<file path="src/sv/pip_pkg.sv">
// shared types and constants for the point-in-polygon crossing test
`default_nettype none
package pip_pkg;

  // per-item control carried from the front end to the edge unit
  typedef struct packed {
    logic start;
    logic last;
  } pip_ctl_t;

  localparam int unsigned CTL_BITS      = 2;
  localparam int unsigned FIFO_DEPTH    = 4;
  localparam int unsigned FIFO_PTR_BITS = 2;

endpackage
`default_nettype wire

</file>
<file path="src/sv/pip_back.sv">
// edge unit: cross-multiplied edge tests, crossing count and result register
`default_nettype none
module pip_back
  import pip_pkg::*;
#(
  parameter int unsigned COORD_BITS = 16,
  parameter int unsigned COUNT_BITS = 10
) (
  input  wire logic                  clk,
  input  wire logic                  rst_n,
  input  wire logic                  q_valid,
  output logic                       q_ready,
  input  wire pip_ctl_t              q_ctl,
  input  wire logic [8*COORD_BITS-1:0] q_data,
  output logic                       res_valid,
  input  wire logic                  res_ready,
  output logic                       res_inside,
  output logic [COUNT_BITS-1:0]      res_count
);

  localparam int unsigned W = COORD_BITS;
  localparam int unsigned D = COORD_BITS + 1;
  localparam int unsigned P = 2 * D;
  localparam logic [COUNT_BITS-1:0] COUNT_MAX = '1;

  function automatic logic signed [D-1:0] diff(input logic [W-1:0] a, input logic [W-1:0] b);
    logic signed [D-1:0] ea, eb;
    ea = $signed({a[W-1], a});
    eb = $signed({b[W-1], b});
    return ea - eb;
  endfunction

  function automatic logic straddle(input logic [W-1:0] y1, input logic [W-1:0] y2,
                                    input logic [W-1:0] q);
    logic signed [W-1:0] s1, s2, sq;
    s1 = $signed(y1);
    s2 = $signed(y2);
    sq = $signed(q);
    return (s1 > sq && s2 < sq) || (s1 < sq && s2 > sq);
  endfunction

  logic [W-1:0] px, py, vx, vy, fx, fy, qx, qy;
  assign {qy, qx, fy, fx, vy, vx, py, px} = q_data;

  // stage 1: differences
  logic                s1_valid_r;
  pip_ctl_t            s1_ctl_r;
  logic signed [D-1:0] a_aa_r, a_ab_r, a_ac_r, a_ad_r, b_aa_r, b_ab_r, b_ac_r, b_ad_r;
  logic                a_str_r, b_str_r, a_neg_r, b_neg_r;

  // stage 2: products
  logic                s2_valid_r;
  pip_ctl_t            s2_ctl_r;
  logic signed [P-1:0] a_p1_r, a_p2_r, b_p1_r, b_p2_r;
  logic                a_str2_r, b_str2_r, a_neg2_r, b_neg2_r;

  // accumulation and result
  logic [COUNT_BITS-1:0] count_r;
  logic                  parity_r;
  logic                  out_valid_r;
  logic                  out_inside_r;
  logic [COUNT_BITS-1:0] out_count_r;

  logic                  stall, adv;
  logic                  hit_a, hit_b;
  logic [COUNT_BITS-1:0] base_cnt, count_nxt;
  logic [COUNT_BITS:0]   sum;
  logic                  base_par, parity_nxt;

  assign stall   = s2_valid_r && s2_ctl_r.last && out_valid_r && !res_ready;
  assign adv     = !stall;
  assign q_ready = adv;

  // x of the edge at the query's y lies right of the query, multiplied through by dy
  assign hit_a = a_str2_r && (a_neg2_r ? (a_p1_r > a_p2_r) : (a_p1_r < a_p2_r));
  assign hit_b = b_str2_r && (b_neg2_r ? (b_p1_r > b_p2_r) : (b_p1_r < b_p2_r));

  assign base_cnt   = s2_ctl_r.start ? '0 : count_r;
  assign base_par   = s2_ctl_r.start ? 1'b0 : parity_r;
  assign sum        = {1'b0, base_cnt} + (COUNT_BITS+1)'(hit_a) + (COUNT_BITS+1)'(hit_b);
  assign count_nxt  = sum[COUNT_BITS] ? COUNT_MAX : sum[COUNT_BITS-1:0];
  assign parity_nxt = base_par ^ hit_a ^ hit_b;

  always_ff @(posedge clk) begin
    if (adv) begin
      s1_ctl_r <= q_ctl;
      // edge from previous vertex to this one, absent on a polygon's first vertex
      a_aa_r  <= diff(qx, px);
      a_ab_r  <= diff(vy, py);
      a_ac_r  <= diff(vx, px);
      a_ad_r  <= diff(qy, py);
      a_str_r <= !q_ctl.start && straddle(py, vy, qy);
      a_neg_r <= $signed(vy) < $signed(py);
      // closing edge from this vertex back to the first
      b_aa_r  <= diff(qx, vx);
      b_ab_r  <= diff(fy, vy);
      b_ac_r  <= diff(fx, vx);
      b_ad_r  <= diff(qy, vy);
      b_str_r <= q_ctl.last && straddle(vy, fy, qy);
      b_neg_r <= $signed(fy) < $signed(vy);

      s2_ctl_r <= s1_ctl_r;
      a_p1_r   <= a_aa_r * a_ab_r;
      a_p2_r   <= a_ac_r * a_ad_r;
      b_p1_r   <= b_aa_r * b_ab_r;
      b_p2_r   <= b_ac_r * b_ad_r;
      a_str2_r <= a_str_r;
      b_str2_r <= b_str_r;
      a_neg2_r <= a_neg_r;
      b_neg2_r <= b_neg_r;
    end
    if (adv && s2_valid_r && s2_ctl_r.last) begin
      out_inside_r <= parity_nxt;
      out_count_r  <= count_nxt;
    end
  end

  always_ff @(posedge clk) begin
    if (!rst_n) begin
      s1_valid_r  <= 1'b0;
      s2_valid_r  <= 1'b0;
      count_r     <= '0;
      parity_r    <= 1'b0;
      out_valid_r <= 1'b0;
    end else begin
      if (adv) begin
        s1_valid_r <= q_valid;
        s2_valid_r <= s1_valid_r;
        if (s2_valid_r) begin
          count_r  <= count_nxt;
          parity_r <= parity_nxt;
        end
      end
      if (adv && s2_valid_r && s2_ctl_r.last) begin
        out_valid_r <= 1'b1;
      end else if (res_ready) begin
        out_valid_r <= 1'b0;
      end
    end
  end

  assign res_valid  = out_valid_r;
  assign res_inside = out_inside_r;
  assign res_count  = out_count_r;

  a_stall_holds: assert property (@(posedge clk) disable iff (!rst_n)
    stall |=> s2_valid_r && $stable(s2_ctl_r))
    else $error("edge stage moved while result slot blocked");

  a_last_gives_result: assert property (@(posedge clk) disable iff (!rst_n)
    (adv && s2_valid_r && s2_ctl_r.last) |=> out_valid_r)
    else $error("closing item gave no result");

  a_parity_matches: assert property (@(posedge clk) disable iff (!rst_n)
    (out_valid_r && out_count_r != COUNT_MAX) |-> (out_inside_r == out_count_r[0]))
    else $error("inside flag disagrees with unsaturated count");

endmodule
`default_nettype wire

</file>
<file path="config.mk">
export PLATFORM = sky130hd
export DESIGN_NAME = pip_back
export DESIGN_NICKNAME = d
export VERILOG_FILES = /design/src/sv/pip_pkg.sv /design/src/sv/pip_back.sv
export SDC_FILE = /design/constraint.sdc
export NUM_CORES = 2
export LEC_CHECK = 0
export ABC_AREA = 1
export BUFFER_PORTS_ARGS = -buffer_cell sky130_fd_sc_hd__buf_2
export CORE_ASPECT_RATIO = 0.75
export CORE_MARGIN = 3
export CORE_UTILIZATION = 55
export DETAILED_ROUTE_END_ITERATION = 8
export PLACE_DENSITY = 0.73
export SYNTH_ARGS = -nofsm -noshare
export SYNTH_HDL_FRONTEND = slang
export SYNTH_SLANG_ARGS = --single-unit
export TNS_END_PERCENT = 5
</file>
<file path="constraint.sdc">
create_clock -name clk -period 6.9 [get_ports clk]
set_clock_uncertainty 0.2 [all_clocks]
set_input_delay 0.69 -clock clk [delete_from_list [all_inputs] [get_ports clk]]
set_output_delay 0.69 -clock clk [all_outputs]
set_load 0.03 [all_outputs]
</file>
==> metrics <==
status=complete, no violations; clock-pin slew on the worst setup and hold paths=60 ps; gr ovfl total=0; Most used DFF post-synth=edfxtp_1; fraction of layout cells with a size suffix above 1=5.690%; first-pass GRT wire length=266200 µm; Slowest-stage cell, CP=edfxtp_1; CTS sink cnt=309; Hold Crit Start=rst_n; port buffer count=146; detailed-route vias per instance=5.277; Worst Max-Slew Pin Slew=1138 ps; Max-slew headroom=24.16%; leading area contributor after synthesis=fa_1; area grow syn2layout=6.180%; worst hold path class=input port to register; Synth top area share=38.35%; post-synthesis cell count=7222; hold slack=189.2 ps; Post-Syn Nets=9106; die area=117300 µm²; R2R setup slack=250 ps; initial antenna violation count=14; RSZ-0062 raised after global routing=false; vias=46510; Worst Setup Start Kind=register; routability congestion estimate=0.9739; Slew Viols, Final=0; Die Wd=394.5 µm; PnR worst setup slack=254.0 ps; setup tns final=0 ps; cts hold-fix bufs=0; Initial DRC Count=4272; H-tree Lvls=2; Initial Util=55.63%; CTS tree=yes; Post-Place Worst Slack=231.4 ps; number of synthesized flops with an enable pin=295; Worst EP arrival=6770 ps; DR DRC count=0; max_cap viols=0; hold endpoint=count_r[8]; minimum clock period=6646 ps; Synth area leaders=fa_1 38%, edfxtp_1 14%, inv_1 13%; mapped cell area=62270 µm²; root buffer cell=clkbuf_16; period utilization=96.32%; Final setup viols=0; I/O Pins=147; Worst Hold Depth=3; Detail Route Antenna Nets=0; slowest stage delay, CP=1030 ps; count of cell types in the netlist=53; core area=111900 µm²; CTS Buf Count=40; Nets=9147; fin util=59.07%; average cell area after synthesis=8.623 µm²; vias in the first global route=48058; Seq cells post-synth=309; Routed WL=163900 µm; standard-cell rows=106; synth warn=0; CP endpoint kind=register; fmax=150.5 MHz; Chip Height=297.4 µm; RR Startpoint=b_ac_r[14]; Worst-Skew Late Latency=620 ps; crit path max fanout=17; wire per inst=18.60 µm; Fin. Hold Viols=0; crit-path cells=nand2_1, fa_1, fa_1, inv_1, fa_1, fa_1, fa_1, inv_1, fa_1, inv_1, ha_1, nand2_1, nor2_1, nand2_1, o21ai_1, nand4_1, nor2_1, a21oi_1, xor2_1; largest net degree at the start of global routing=174; sequential fraction of the synthesis area=14.68%; Final HPWL DP=139400 µm; R2R cell count=19; WP data required=7020 ps; Max Root-Sink Buffers=3; Most Frequent Cell on Critical Path=fa_1; critical path class=register to register; asr flop ratio synth=0%; Pre-Repair DR Iteration Count=6; All-Layer GR Usage=28.93%; reg2reg end=b_p2_r[33]
==> critical path: cells and delay by family (launching register included) <==
kind | cells | cell delay [ps]
flip-flops | 1 | 1030
buffers and inverters | 3 | 180
XOR/XNOR | 1 | 150
AND/OR/NAND/NOR | 6 | 1010
AO/OA/AOI/OAI | 2 | 400
adder cells (fa/ha/maj) | 7 | 3410
==> synth_stat cells (5+ instances only) <==
| library cell | count |
|---|---|
| or2_2 | 20 |
| clkbuf_1 | 272 |
| nand2_1 | 1498 |
| nor2_2 | 6 |
| o21ai_0 | 103 |
| dfxtp_1 | 14 |
| o21ai_1 | 22 |
| a21oi_1 | 281 |
| o21bai_1 | 12 |
| o21ai_2 | 16 |
| inv_1 | 2162 |
| xnor2_1 | 116 |
| nand2_2 | 8 |
| a21oi_2 | 5 |
| nand4_1 | 28 |
| o211ai_1 | 9 |
| a21o_1 | 19 |
| o31ai_1 | 6 |
| a211oi_1 | 16 |
| xor2_1 | 158 |
| ha_1 | 557 |
| nor2_1 | 210 |
| o2111ai_1 | 5 |
| a21boi_1 | 13 |
| fa_1 | 1193 |
| nand3_1 | 78 |
| nor4_1 | 14 |
| nor3_1 | 23 |
| edfxtp_1 | 295 |
| a31oi_1 | 13 |
| o21a_1 | 13 |
==> cells by family (layout without fill, tap and decap cells) <==
logic type	after synthesis	in the layout	synth area share, %
XOR/XNOR	275	275	3.880
AND/OR/NAND/NOR	1887	1887	11.90
buffers and inverters	2439	2510	14.71
AO/OA/AOI/OAI	562	562	5.296
other	0	8	0
adder cells (fa/ha/maj)	1750	1750	49.54
flip-flops	309	309	14.68
==> worst max path at each step <==
stage / start / cells after the start / endpoint
floorplan: res_ready / 4 / a_aa_r[0]
global placement: b_ac_r[14] / 19 / b_p2_r[33]
detailed placement: a_aa_r[16] / 17 / a_p1_r[31]
CTS: b_ac_r[14] / 19 / b_p2_r[33]
global route: b_aa_r[6] / 21 / b_p1_r[33]
finish: b_ac_r[14] / 19 / b_p2_r[33]
==> flip-flops by register name (all words and copies together), names as in the netlist, 2 cells and up <==
signal,flops
b_p2_r,34
b_aa_r,17
a_ad_r,17
a_p2_r,34
res_count,10
b_ac_r,17
b_ab_r,17
a_ab_r,17
count_r,10
a_aa_r,17
b_ad_r,17
s1_ctl_r,2
a_p1_r,34
s2_ctl_r,2
a_ac_r,17
b_p1_r,34
==> routing by layer <==
| layer | part of all wire [%] | vias up | track usage, % |
|---|---|---|---|
| met1 | 46 | 23033 | 46.00 |
| li1 | - | 21141 | - |
| met2 | 40 | 2143 | 39.71 |
| met5 | 0.034 | - | 0 |
| met4 | 2.0 | 8 | 5.314 |
| met3 | 12 | 185 | 7.663 |
==> final cells by class <==
type	instances	area (µm²)
Antenna cell	8	20.02
Clock buffer	46	1023
Clock inverter	26	206.4
Fill cell	9740	45820
Inverter	2164	8127
Multi-Input combinational cell	4474	44000
Sequential cell	309	9139
Tap cell	1512	1892
Timing Repair Buffer	274	1717
==> through the flow <==
step	cell area, µm²	instances
global placement	64740	8719
floorplan	62280	7222
CTS	65970	8791
finish	66120	8813
detailed placement	64740	8719
global route	66100	8806
==> what timing repair did <==
action / in CTS / in global routing
endpoints found under the hold margin: 0 / 0
resized for setup: 0 / 7
endpoints found under the setup margin: 0 / 15
setup buffers: 0 / 14
==> cells in the final DEF (no fill, tap or decap), types with 19 or more instances in the layout <==
| cell type | count |
|---|---|
| ha_1 | 557 |
| a21oi_1 | 281 |
| o21ai_0 | 102 |
| clkbuf_16 | 40 |
| buf_4 | 126 |
| nor2_1 | 210 |
| xnor2_1 | 116 |
| inv_1 | 2161 |
| nand4_1 | 28 |
| a21o_1 | 19 |
| nand2_1 | 1496 |
| fa_1 | 1192 |
| nor3_1 | 21 |
| o21ai_1 | 23 |
| xor2_1 | 158 |
| edfxtp_1 | 295 |
| nand3_1 | 78 |
| or2_2 | 20 |
| buf_2 | 146 |
Power is left out: the tool's default activity adds up to more than one toggle a clock period on the data nets, which glitch-free logic cannot reach.
